`config.mk`:
```
export PLATFORM = sky130hd
export DESIGN_NAME = dns_query_packet_builder
export DESIGN_NICKNAME = d
export VERILOG_FILES = /design/src/rtl/dqpb_pkg.sv /design/src/rtl/dqpb_ram.sv /design/src/rtl/dqpb_ctrl.sv /design/src/rtl/dqpb_dp.sv /design/src/rtl/dns_query_packet_builder.sv
export SDC_FILE = /design/constraint.sdc
export NUM_CORES = 1
export LEC_CHECK = 0
export ABC_AREA = 0
export BUFFER_PORTS_ARGS = -buffer_cell sky130_fd_sc_hd__buf_2
export CAP_MARGIN = 20
export CORE_ASPECT_RATIO = 1.4
export CORE_MARGIN = 4
export CORE_UTILIZATION = 45
export CTS_BUF_LIST = sky130_fd_sc_hd__clkbuf_4
export DETAILED_ROUTE_END_ITERATION = 8
export MAX_ROUTING_LAYER = met4
export SYNTH_ARGS = -nofsm -noshare
export SYNTH_HDL_FRONTEND = slang
export SYNTH_SLANG_ARGS = --single-unit
```
`constraint.sdc`:
```
create_clock -name clock -period 3.5 [get_ports clock]
set_input_delay 0.35 -clock clock [delete_from_list [all_inputs] [get_ports clock]]
set_output_delay 0.35 -clock clock [all_outputs]
set_load 0.05 [all_outputs]
```
`src/rtl/dqpb_pkg.sv`:
```
// Shared constants, types and command/status bundles for the DNS query builder.
`default_nettype none

package dqpb_pkg;

   localparam int LABEL_MAX   = 32;
   localparam int HDR_BYTES   = 12;
   localparam int TRL_BYTES   = 5;
   localparam int LEN_W       = $clog2(LABEL_MAX + 1);
   localparam int ADDR_W      = (LABEL_MAX > 1) ? $clog2(LABEL_MAX) : 1;
   localparam int CNT_MAX     = (LABEL_MAX > HDR_BYTES) ? LABEL_MAX : HDR_BYTES;
   localparam int CNT_W       = $clog2(CNT_MAX + 1);
   localparam int CSR_ADDR_W  = 5;

   localparam logic [7:0] DOT_CHAR = 8'd46;

   // register indexes (byte address = 4 * index)
   localparam logic [2:0] REG_QUERY_ID       = 3'd0;
   localparam logic [2:0] REG_OPCODE         = 3'd1;
   localparam logic [2:0] REG_RECURSION      = 3'd2;
   localparam logic [2:0] REG_QUESTION_COUNT = 3'd3;
   localparam logic [2:0] REG_QUERY_TYPE     = 3'd4;
   localparam logic [2:0] REG_QUERY_CLASS    = 3'd5;

   typedef enum logic [1:0] {
      SEL_HDR  = 2'd0,
      SEL_LEN  = 2'd1,
      SEL_DATA = 2'd2,
      SEL_TRL  = 2'd3
   } byte_sel_type;

   typedef struct packed {
      logic                accept;      // take the waiting request
      logic                load;        // load output register
      byte_sel_type        sel;
      logic [CNT_W-1:0]    idx;
      logic                last;
      logic                rd_en;
      logic [ADDR_W-1:0]   rd_addr;
      logic                clear_label;
      logic                clear_hdr;
   } cmd_type;

   typedef struct packed {
      logic                can_load;
      logic                header_sent;
      logic                in_flush;    // incoming char ends a label
      logic                item_flush;
      logic                item_last;
      logic [LEN_W-1:0]    label_len;
   } status_type;

endpackage

`default_nettype wire

```
`src/rtl/dqpb_ram.sv`:
```
// Generic single-write, single-read RAM with registered read data.
`default_nettype none

module dqpb_ram #(
   parameter int WIDTH = 8,
   parameter int DEPTH = 32
) (
   input  wire logic                     clock,
   input  wire logic                     wr_en,
   input  wire logic [$clog2(DEPTH)-1:0] wr_addr,
   input  wire logic [WIDTH-1:0]         wr_data,
   input  wire logic                     rd_en,
   input  wire logic [$clog2(DEPTH)-1:0] rd_addr,
   output logic      [WIDTH-1:0]         rd_data
);

   logic [WIDTH-1:0] mem_ff [DEPTH];

   always_ff @(posedge clock) begin
      if (wr_en) begin
         mem_ff[wr_addr] <= wr_data;
      end
      if (rd_en) begin
         rd_data <= mem_ff[rd_addr];
      end
   end

endmodule

`default_nettype wire

```
`src/rtl/dqpb_ctrl.sv`:
```
// Sequencer: walks header, label flush and trailer one byte per step.
`default_nettype none

module dqpb_ctrl (
   input  wire logic                  clock,
   input  wire logic                  reset,
   input  wire logic                  req_tvalid,
   output logic                       req_tready,
   input  wire dqpb_pkg::status_type  status,
   output dqpb_pkg::cmd_type          cmd
);

   typedef enum logic [4:0] {
      S_IDLE = 5'b00001,
      S_HDR  = 5'b00010,
      S_LEN  = 5'b00100,
      S_DATA = 5'b01000,
      S_TRL  = 5'b10000
   } state_type;

   state_type                     state_ff, state_in;
   logic [dqpb_pkg::CNT_W-1:0]    cnt_ff, cnt_in;
   logic [dqpb_pkg::CNT_W-1:0]    cnt_inc;
   logic                          data_end;

   assign req_tready = (state_ff == S_IDLE);
   assign cnt_inc    = dqpb_pkg::CNT_W'(cnt_ff + 1'b1);
   assign data_end   = (cnt_inc == dqpb_pkg::CNT_W'(status.label_len));

   always_comb begin
      state_in        = state_ff;
      cnt_in          = cnt_ff;
      cmd             = '0;
      cmd.sel         = dqpb_pkg::SEL_HDR;
      cmd.idx         = cnt_ff;
      unique case (state_ff)
         S_IDLE: begin
            if (req_tvalid) begin
               cmd.accept = 1'b1;
               cnt_in     = '0;
               if (!status.header_sent) begin
                  state_in = S_HDR;
               end else if (status.in_flush) begin
                  state_in = S_LEN;
               end
            end
         end
         S_HDR: begin
            if (status.can_load) begin
               cmd.load = 1'b1;
               cmd.sel  = dqpb_pkg::SEL_HDR;
               cnt_in   = cnt_inc;
               if (cnt_ff == dqpb_pkg::CNT_W'(dqpb_pkg::HDR_BYTES - 1)) begin
                  cnt_in   = '0;
                  state_in = status.item_flush ? S_LEN : S_IDLE;
               end
            end
         end
         S_LEN: begin
            if (status.can_load) begin
               cmd.load    = 1'b1;
               cmd.sel     = dqpb_pkg::SEL_LEN;
               cmd.rd_en   = 1'b1;
               cmd.rd_addr = '0;
               cnt_in      = '0;
               if (status.label_len == '0) begin
                  cmd.clear_label = 1'b1;
                  state_in        = status.item_last ? S_TRL : S_IDLE;
               end else begin
                  state_in = S_DATA;
               end
            end
         end
         S_DATA: begin
            if (status.can_load) begin
               cmd.load    = 1'b1;
               cmd.sel     = dqpb_pkg::SEL_DATA;
               cmd.rd_en   = 1'b1;
               cmd.rd_addr = cnt_inc[dqpb_pkg::ADDR_W-1:0];
               cnt_in      = cnt_inc;
               if (data_end) begin
                  cmd.clear_label = 1'b1;
                  cnt_in          = '0;
                  state_in        = status.item_last ? S_TRL : S_IDLE;
               end
            end
         end
         S_TRL: begin
            if (status.can_load) begin
               cmd.load = 1'b1;
               cmd.sel  = dqpb_pkg::SEL_TRL;
               cnt_in   = cnt_inc;
               if (cnt_ff == dqpb_pkg::CNT_W'(dqpb_pkg::TRL_BYTES - 1)) begin
                  cmd.last      = 1'b1;
                  cmd.clear_hdr = 1'b1;
                  cnt_in        = '0;
                  state_in      = S_IDLE;
               end
            end
         end
         default: begin
            state_in = S_IDLE;
         end
      endcase
   end

   always_ff @(posedge clock) begin
      if (reset) begin
         state_ff <= S_IDLE;
         cnt_ff   <= '0;
      end else begin
         state_ff <= state_in;
         cnt_ff   <= cnt_in;
      end
   end

   // a label byte is only ever sent from inside the buffered label
   a_data_in_range: assert property (@(posedge clock) disable iff (reset)
      (state_ff == S_DATA && cmd.load) |->
         (cnt_ff < dqpb_pkg::CNT_W'(status.label_len)))
      else $error("label read past buffered length");

   // header is never sent twice for one name
   a_hdr_once: assert property (@(posedge clock) disable iff (reset)
      (cmd.accept && status.header_sent) |=> (state_ff != S_HDR))
      else $error("header walk with header already sent");

endmodule

`default_nettype wire

```
`src/rtl/dqpb_dp.sv`:
```
// Datapath: CSRs, label buffer and length, byte select and output register.
`default_nettype none

module dqpb_dp (
   input  wire logic                                clock,
   input  wire logic                                reset,
   // request side
   input  wire logic [7:0]                          req_tdata,
   input  wire logic                                req_tlast,
   // result side
   output logic                                     rsp_tvalid,
   input  wire logic                                rsp_tready,
   output logic [7:0]                               rsp_tdata,
   output logic                                     rsp_tlast,
   output logic                                     rsp_tuser,
   // CSR port
   input  wire logic                                csr_psel,
   input  wire logic                                csr_penable,
   input  wire logic                                csr_pwrite,
   input  wire logic [dqpb_pkg::CSR_ADDR_W-1:0]     csr_paddr,
   input  wire logic [31:0]                         csr_pwdata,
   output logic [31:0]                              csr_prdata,
   // controller
   input  wire dqpb_pkg::cmd_type                   cmd,
   output dqpb_pkg::status_type                     status
);

   logic [15:0]                  query_id_ff, query_id_in;
   logic [3:0]                   opcode_ff, opcode_in;
   logic                         rd_ff, rd_in;
   logic [15:0]                  qcount_ff, qcount_in;
   logic [15:0]                  qtype_ff, qtype_in;
   logic [15:0]                  qclass_ff, qclass_in;

   logic                         hdr_sent_ff, hdr_sent_in;
   logic [dqpb_pkg::LEN_W-1:0]   len_ff, len_in;
   logic                         ovf_ff, ovf_in;
   logic                         item_flush_ff, item_flush_in;
   logic                         item_last_ff, item_last_in;

   logic                         out_valid_ff, out_valid_in;
   logic [7:0]                   out_byte_ff, out_byte_in;
   logic                         out_last_ff, out_last_in;
   logic                         out_trunc_ff, out_trunc_in;

   logic                         csr_wr;
   logic [2:0]                   csr_idx;
   logic                         is_dot;
   logic                         label_full;
   logic                         ram_we;
   logic [7:0]                   ram_rdata;
   logic [7:0]                   sel_byte;

   assign csr_wr     = csr_psel && csr_penable && csr_pwrite;
   assign csr_idx    = csr_paddr[4:2];
   assign is_dot     = (req_tdata == dqpb_pkg::DOT_CHAR);
   assign label_full = (len_ff == dqpb_pkg::LEN_W'(dqpb_pkg::LABEL_MAX));
   assign ram_we     = cmd.accept && !is_dot && !label_full;

   // CSR write and read
   always_comb begin
      query_id_in = query_id_ff;
      opcode_in   = opcode_ff;
      rd_in       = rd_ff;
      qcount_in   = qcount_ff;
      qtype_in    = qtype_ff;
      qclass_in   = qclass_ff;
      csr_prdata  = '0;
      if (csr_wr) begin
         unique case (csr_idx)
            dqpb_pkg::REG_QUERY_ID:       query_id_in = csr_pwdata[15:0];
            dqpb_pkg::REG_OPCODE:         opcode_in   = csr_pwdata[3:0];
            dqpb_pkg::REG_RECURSION:      rd_in       = csr_pwdata[0];
            dqpb_pkg::REG_QUESTION_COUNT: qcount_in   = csr_pwdata[15:0];
            dqpb_pkg::REG_QUERY_TYPE:     qtype_in    = csr_pwdata[15:0];
            dqpb_pkg::REG_QUERY_CLASS:    qclass_in   = csr_pwdata[15:0];
            default: ;
         endcase
      end
      unique case (csr_idx)
         dqpb_pkg::REG_QUERY_ID:       csr_prdata = {16'd0, query_id_ff};
         dqpb_pkg::REG_OPCODE:         csr_prdata = {28'd0, opcode_ff};
         dqpb_pkg::REG_RECURSION:      csr_prdata = {31'd0, rd_ff};
         dqpb_pkg::REG_QUESTION_COUNT: csr_prdata = {16'd0, qcount_ff};
         dqpb_pkg::REG_QUERY_TYPE:     csr_prdata = {16'd0, qtype_ff};
         dqpb_pkg::REG_QUERY_CLASS:    csr_prdata = {16'd0, qclass_ff};
         default:                      csr_prdata = '0;
      endcase
   end

   // label and message state
   always_comb begin
      hdr_sent_in   = hdr_sent_ff;
      len_in        = len_ff;
      ovf_in        = ovf_ff;
      item_flush_in = item_flush_ff;
      item_last_in  = item_last_ff;
      if (cmd.accept) begin
         hdr_sent_in   = 1'b1;
         item_flush_in = is_dot || req_tlast;
         item_last_in  = req_tlast;
         if (!is_dot) begin
            if (label_full) begin
               ovf_in = 1'b1;
            end else begin
               len_in = dqpb_pkg::LEN_W'(len_ff + 1'b1);
            end
         end
      end
      if (cmd.clear_label) begin
         len_in = '0;
         ovf_in = 1'b0;
      end
      if (cmd.clear_hdr) begin
         hdr_sent_in = 1'b0;
      end
   end

   // byte select
   always_comb begin
      sel_byte = 8'd0;
      unique case (cmd.sel)
         dqpb_pkg::SEL_HDR: begin
            unique case (cmd.idx)
               dqpb_pkg::CNT_W'(0): sel_byte = query_id_ff[15:8];
               dqpb_pkg::CNT_W'(1): sel_byte = query_id_ff[7:0];
               dqpb_pkg::CNT_W'(2): sel_byte = {1'b0, opcode_ff, 2'b00, rd_ff};
               dqpb_pkg::CNT_W'(4): sel_byte = qcount_ff[15:8];
               dqpb_pkg::CNT_W'(5): sel_byte = qcount_ff[7:0];
               default:             sel_byte = 8'd0;
            endcase
         end
         dqpb_pkg::SEL_LEN:  sel_byte = 8'(len_ff);
         dqpb_pkg::SEL_DATA: sel_byte = ram_rdata;
         dqpb_pkg::SEL_TRL: begin
            unique case (cmd.idx)
               dqpb_pkg::CNT_W'(1): sel_byte = qtype_ff[15:8];
               dqpb_pkg::CNT_W'(2): sel_byte = qtype_ff[7:0];
               dqpb_pkg::CNT_W'(3): sel_byte = qclass_ff[15:8];
               dqpb_pkg::CNT_W'(4): sel_byte = qclass_ff[7:0];
               default:             sel_byte = 8'd0;
            endcase
         end
         default: sel_byte = 8'd0;
      endcase
   end

   // output register
   always_comb begin
      out_byte_in  = out_byte_ff;
      out_last_in  = out_last_ff;
      out_trunc_in = out_trunc_ff;
      out_valid_in = out_valid_ff && !rsp_tready;
      if (cmd.load) begin
         out_valid_in = 1'b1;
         out_byte_in  = sel_byte;
         out_last_in  = cmd.last;
         out_trunc_in = (cmd.sel == dqpb_pkg::SEL_LEN) && ovf_ff;
      end
   end

   always_ff @(posedge clock) begin
      if (reset) begin
         query_id_ff   <= 16'd0;
         opcode_ff     <= 4'd0;
         rd_ff         <= 1'b1;
         qcount_ff     <= 16'd1;
         qtype_ff      <= 16'd1;
         qclass_ff     <= 16'd1;
         hdr_sent_ff   <= 1'b0;
         len_ff        <= '0;
         ovf_ff        <= 1'b0;
         item_flush_ff <= 1'b0;
         item_last_ff  <= 1'b0;
         out_valid_ff  <= 1'b0;
      end else begin
         query_id_ff   <= query_id_in;
         opcode_ff     <= opcode_in;
         rd_ff         <= rd_in;
         qcount_ff     <= qcount_in;
         qtype_ff      <= qtype_in;
         qclass_ff     <= qclass_in;
         hdr_sent_ff   <= hdr_sent_in;
         len_ff        <= len_in;
         ovf_ff        <= ovf_in;
         item_flush_ff <= item_flush_in;
         item_last_ff  <= item_last_in;
         out_valid_ff  <= out_valid_in;
      end
   end

   always_ff @(posedge clock) begin
      out_byte_ff  <= out_byte_in;
      out_last_ff  <= out_last_in;
      out_trunc_ff <= out_trunc_in;
   end

   dqpb_ram #(
      .WIDTH (8),
      .DEPTH (dqpb_pkg::LABEL_MAX)
   ) u_label_ram (
      .clock   (clock),
      .wr_en   (ram_we),
      .wr_addr (len_ff[dqpb_pkg::ADDR_W-1:0]),
      .wr_data (req_tdata),
      .rd_en   (cmd.rd_en),
      .rd_addr (cmd.rd_addr),
      .rd_data (ram_rdata)
   );

   assign status.can_load    = !out_valid_ff || rsp_tready;
   assign status.header_sent = hdr_sent_ff;
   assign status.in_flush    = is_dot || req_tlast;
   assign status.item_flush  = item_flush_ff;
   assign status.item_last   = item_last_ff;
   assign status.label_len   = len_ff;

   assign rsp_tvalid = out_valid_ff;
   assign rsp_tdata  = out_byte_ff;
   assign rsp_tlast  = out_last_ff;
   assign rsp_tuser  = out_trunc_ff;

   a_len_bound: assert property (@(posedge clock) disable iff (reset)
      len_ff <= dqpb_pkg::LEN_W'(dqpb_pkg::LABEL_MAX))
      else $error("label length beyond limit");

   a_trunc_only_len: assert property (@(posedge clock) disable iff (reset)
      (cmd.load && cmd.sel != dqpb_pkg::SEL_LEN) |=> !out_trunc_ff)
      else $error("truncation flag on a non-length byte");

   a_no_overrun: assert property (@(posedge clock) disable iff (reset)
      cmd.load |-> (!out_valid_ff || rsp_tready))
      else $error("output register overwritten while held");

endmodule

`default_nettype wire

```
`src/rtl/dns_query_packet_builder.sv`:
```
// Top level of the DNS query message builder: controller plus datapath.
//
//  channel   dir   handshake               payload
//  req_*     in    req_tvalid/req_tready   tdata[7:0]=name_char, tlast=is_last
//  rsp_*     out   rsp_tvalid/rsp_tready   tdata[7:0]=out_byte, tlast=last_byte,
//                                          tuser=label_truncated
//  csr_*     in    psel/penable/pready     6 regs at 4*i, pready tied high
//
// The first character of a name adds the 12 header bytes; a dot or the last
// character adds the length byte and the label bytes for the flush, and the last
// character a further 5 trailer bytes. Bytes leave at one per cycle while
// rsp_tready is high; a stall on the result side holds the sequencer.
// Synchronous active-high reset, no clearing pass: only label bytes below the
// stored length are sent.
`default_nettype none

module dns_query_packet_builder (
   input  wire logic                             clock,
   input  wire logic                             reset,
   // request channel
   input  wire logic                             req_tvalid,
   output logic                                  req_tready,
   input  wire logic [7:0]                       req_tdata,   // [7:0] name_char
   input  wire logic                             req_tlast,   // is_last
   // result channel
   output logic                                  rsp_tvalid,
   input  wire logic                             rsp_tready,
   output logic [7:0]                            rsp_tdata,   // [7:0] out_byte
   output logic                                  rsp_tlast,   // last_byte
   output logic                                  rsp_tuser,   // [0] label_truncated
   // CSR port
   input  wire logic                             csr_psel,
   input  wire logic                             csr_penable,
   input  wire logic                             csr_pwrite,
   input  wire logic [dqpb_pkg::CSR_ADDR_W-1:0]  csr_paddr,
   input  wire logic [31:0]                      csr_pwdata,
   output logic [31:0]                           csr_prdata,
   output logic                                  csr_pready
);

   dqpb_pkg::cmd_type     cmd;
   dqpb_pkg::status_type  status;

   // no wait states on the CSR port
   assign csr_pready = 1'b1;

   // sequencer: header, label flush, trailer
   dqpb_ctrl u_ctrl (
      .clock      (clock),
      .reset      (reset),
      .req_tvalid (req_tvalid),
      .req_tready (req_tready),
      .status     (status),
      .cmd        (cmd)
   );

   // registers, label buffer and output stage
   dqpb_dp u_dp (
      .clock       (clock),
      .reset       (reset),
      .req_tdata   (req_tdata),
      .req_tlast   (req_tlast),
      .rsp_tvalid  (rsp_tvalid),
      .rsp_tready  (rsp_tready),
      .rsp_tdata   (rsp_tdata),
      .rsp_tlast   (rsp_tlast),
      .rsp_tuser   (rsp_tuser),
      .csr_psel    (csr_psel),
      .csr_penable (csr_penable),
      .csr_pwrite  (csr_pwrite),
      .csr_paddr   (csr_paddr),
      .csr_pwdata  (csr_pwdata),
      .csr_prdata  (csr_prdata),
      .cmd         (cmd),
      .status      (status)
   );

endmodule

`default_nettype wire
```
==> summary.txt <==
Run status
  – Status: finished clean

Drt
  – DR pass1 iterations: 5
  – DR vias: 11900
  – Final ANT Viol Nets: 0
  – # DRC: 0
  – Via density: 5.62
  – Final WL: 45400 um
  – Wirelength per Cell: 21.4 um
  – Detailed Route Iter0 Violations: 1055

Power and ir drop
  – Share of power burned in the clock network: 37.3%
  – Logic pwr share: 11.5%
  – Leak Pwr: 6.44 nW
  – Net Sw Frac: 26.7%
  – Design Power: 0.00949 W
  – Power Density: 508 nW/um^2
  – Sequential power share: 51.3%
  – Peak VDD IR: 0.271 mV
  – Switching Power: 0.00253 W
  – Internal Power: 0.00696 W

Worst setup path
  – R2R cell count: 6
  – CP Class: flop to flop
  – Worst-path maximum fanout: 17
  – Critical Path AT: 3.55 ns
  – Worst EP required: 4.02 ns
  – Critical path capture point type: flop
  – Critical Path Start Type: flop

Die
  – Num ports: 98
  – Core Footprint: 35300 um^2
  – Die Y: 232 um
  – Row Count: 81
  – Die area: 39100 um^2
  – Starting Density: 45.9%
  – Die Width: 168 um

Clocking
  – Htree depth: 3
  – Clock slew at reported path FFs: 0.07 ns
  – Post-cts resize count: 0
  – CTS tree: built
  – Skew-Pair Late Insertion Delay: 0.80 ns
  – Num CTS Buffers: 90
  – Clock buffer depth: 3
  – Setup bufs post-CTS: 0
  – CTS Root Cell: clkbuf_4
  – Clock sink count: 365

STA
  – Period utilisation layout: 86.8%
  – Final setup violation count: 0
  – RSZ-0062 raised after global routing: false
  – Setup_tns: 0 ns
  – Worst slew pin tran: 0.867 ns
  – Smallest hold slack: 0.106 ns
  – Final Hold Fails: 0
  – Min Tclk post-route: 3.04 ns
  – Max Slew Vio Count: 0
  – Max Clk Rate: 0.329 GHz
  – Clock Skews: 0.0533 ns
  – Relative slew slack: 42.2%
  – Worst setup margin: 0.463 ns

Yosys
  – Top FF cell, synth: edfxtp_1
  – Post-synth EDFFs: 274
  – Synth cell types: 70
  – Synthesized cell area: 16200 um^2
  – Post-synth top cells: 274 x edfxtp_1, 255 x nand2_1, 132 x a21oi_1
  – Synth top area share: 50.8%
  – Yosys Warn Count: 0
  – Synth area leaders: edfxtp_1 51%, dfxtp_1 11%, nand2_1 5.9%
  – Mean Syn Cell Area: 11.3 um^2
  – Synth Register Bits: 365
  – Post-synth top area cell: edfxtp_1
  – Number of instances in the synthesized netlist: 1435
  – Async set-reset flop share out of synthesis: 0%
  – Most frequent cell after synthesis: edfxtp_1
  – Seq/Total Area, Yosys: 62.0%

Placement
  – Post-DP HPWL: 30500 um
  – I/O Buffers: 62
  – GPL Wtd Cong: 0.895
  – Pre-CTS setup slack: 0.434 ns

Global routing
  – Number of global-route vias before repair: 11800
  – GRT Util Overall: 23.6%
  – Grt ovf: 0
  – Maximum number of pins on one net before global-route repair: 81
  – First-pass GRT wire length: 68500 um
  – Initial antenna violation count: 2

Final layout
  – Nets: 1651
  – Area Growth Syn to Fin: 15.2%
  – Fraction of layout cells with a size suffix above 1: 20.8%
  – Filler Cells Inserted: 3105

Job
  – # Max-Cap Violations: 0

Worst hold path
  – WHS Path Cells: 2
  – HP Class: input port to flop
-- cell type report --
class                      count  area [um^2]  share of cell area (%)
sequential                   365        10100                    53.9
multi-input combinational    943         5620                    30.1
timing repair buffer         169         1180                    6.34
clock buffer                 143         1070                    5.75
tap                          456          571                    3.06
clock inverter                19         81.3                   0.436
inverter                      21         78.8                   0.422
antenna                        2         5.00                  0.0268
-- registers in the layout (all words and copies together), names as in the netlist --
name                      count
u_dp.rsp_tlast                1
u_dp.qclass_ff               16
u_ctrl.cnt_ff                 6
u_dp.hdr_sent_ff              1
u_dp.qcount_ff               16
u_dp.item_last_ff             1
u_ctrl.state_ff               5
u_dp.ovf_ff                   1
u_dp.len_ff                   6
u_dp.query_id_ff             16
u_dp.rsp_tdata                8
u_dp.item_flush_ff            1
u_dp.rsp_tuser                1
u_dp.opcode_ff                4
u_dp.rd_ff                    1
u_dp.rsp_tvalid               1
u_dp.qtype_ff                16
u_dp.u_label_ram.rd_data      8
u_dp.u_label_ram.mem_ff     256
-- power by group through the flow --
stage          registers (W)  logic [W]  clock network (W)
6_report             0.00486    0.00109            0.00354
5_1_grt              0.00487    0.00118            0.00386
4_1_cts              0.00486    0.00109            0.00364
3_5_place_dp         0.00496    0.00107                  0
3_3_place_gp         0.00495    0.00106                  0
2_1_floorplan        0.00501   0.000626                  0
-- what timing repair did --
item / 4_1_cts / 5_1_grt
setup endpoints to repair: 0 / 0
hold buffers: 18 / 0
hold endpoints to repair: 73 / 0
-- final timing paths --
check / slack, ns / from / to
worst max register to register: 0.46 / u_ctrl.cnt_ff[1] / u_dp.u_label_ram.rd_data[0]
worst min-delay path: 0.11 / req_tdata[0] / u_dp.u_label_ram.mem_ff[22][0]
worst max-delay path: 0.46 / u_ctrl.cnt_ff[1] / u_dp.u_label_ram.rd_data[0]
worst min register to register: 0.47 / u_dp.qtype_ff[7] / u_dp.qtype_ff[7]
-- worst max-delay path, cell delays in order (launching register included) --
cell and delay (ns):
dfxtp_1 0.42, ha_1 0.53, xor2_4 0.50, buf_4 0.34
mux4_2 0.37, o311ai_0 0.40, a31oi_1 0.20
-- layer usage --
metal	wire length, um	track usage [%]
met5	0	-
met4	1700	10.9
met3	2670	3.98
met2	23300	40.5
met1	17700	27.2
-- cell families (layout without fill, tap and decap cells) --
logic type / Yosys count / after routing / synth area share (%)
AO/OA/AOI/OAI: 350 / 350 / 13.3
XOR/XNOR: 20 / 20 / 1.13
adder cells (fa/ha/maj): 8 / 8 / 0.618
buffers and inverters: 142 / 352 / 3.94
flip-flops: 365 / 365 / 62.0
multiplexers: 78 / 78 / 6.09
other: 2 / 19 / 0.0464
AND/OR/NAND/NOR: 470 / 470 / 12.8
-- placed cells by master (no fill, tap or decap), types with 8 or more instances in the layout --
| cell | n |
|---|---|
| edfxtp_1 | 274 |
| nand2_1 | 255 |
| clkbuf_4 | 143 |
| a21oi_1 | 132 |
| nor2_1 | 104 |
| dfxtp_1 | 90 |
| o21ai_0 | 87 |
| buf_4 | 87 |
| buf_2 | 62 |
| mux2i_1 | 49 |
| nand3_1 | 30 |
| a22oi_1 | 30 |
| a31oi_1 | 22 |
| inv_1 | 21 |
| dlygate4sd3_1 | 18 |
| conb_1 | 17 |
| mux4_2 | 15 |
| clkinv_1 | 15 |
| mux2_2 | 14 |
| and2_1 | 13 |
| xor2_1 | 11 |
| a221oi_1 | 10 |
| a222oi_1 | 9 |
| nor2b_1 | 8 |
-- through the flow --
| stage | cells | area (um^2) | utilization [%] |
|---|---|---|---|
| 6_report | 2118 | 18700 | 52.9 |
| 5_1_grt | 2118 | 18700 | 52.9 |
| 4_1_cts | 2116 | 18700 | 52.9 |
| 3_5_place_dp | 1936 | 17300 | 49.1 |
| 3_3_place_gp | 1936 | 17300 | 49.1 |
| 2_1_floorplan | 1450 | 16300 | - |
Power figures use the tool's default switching activity.
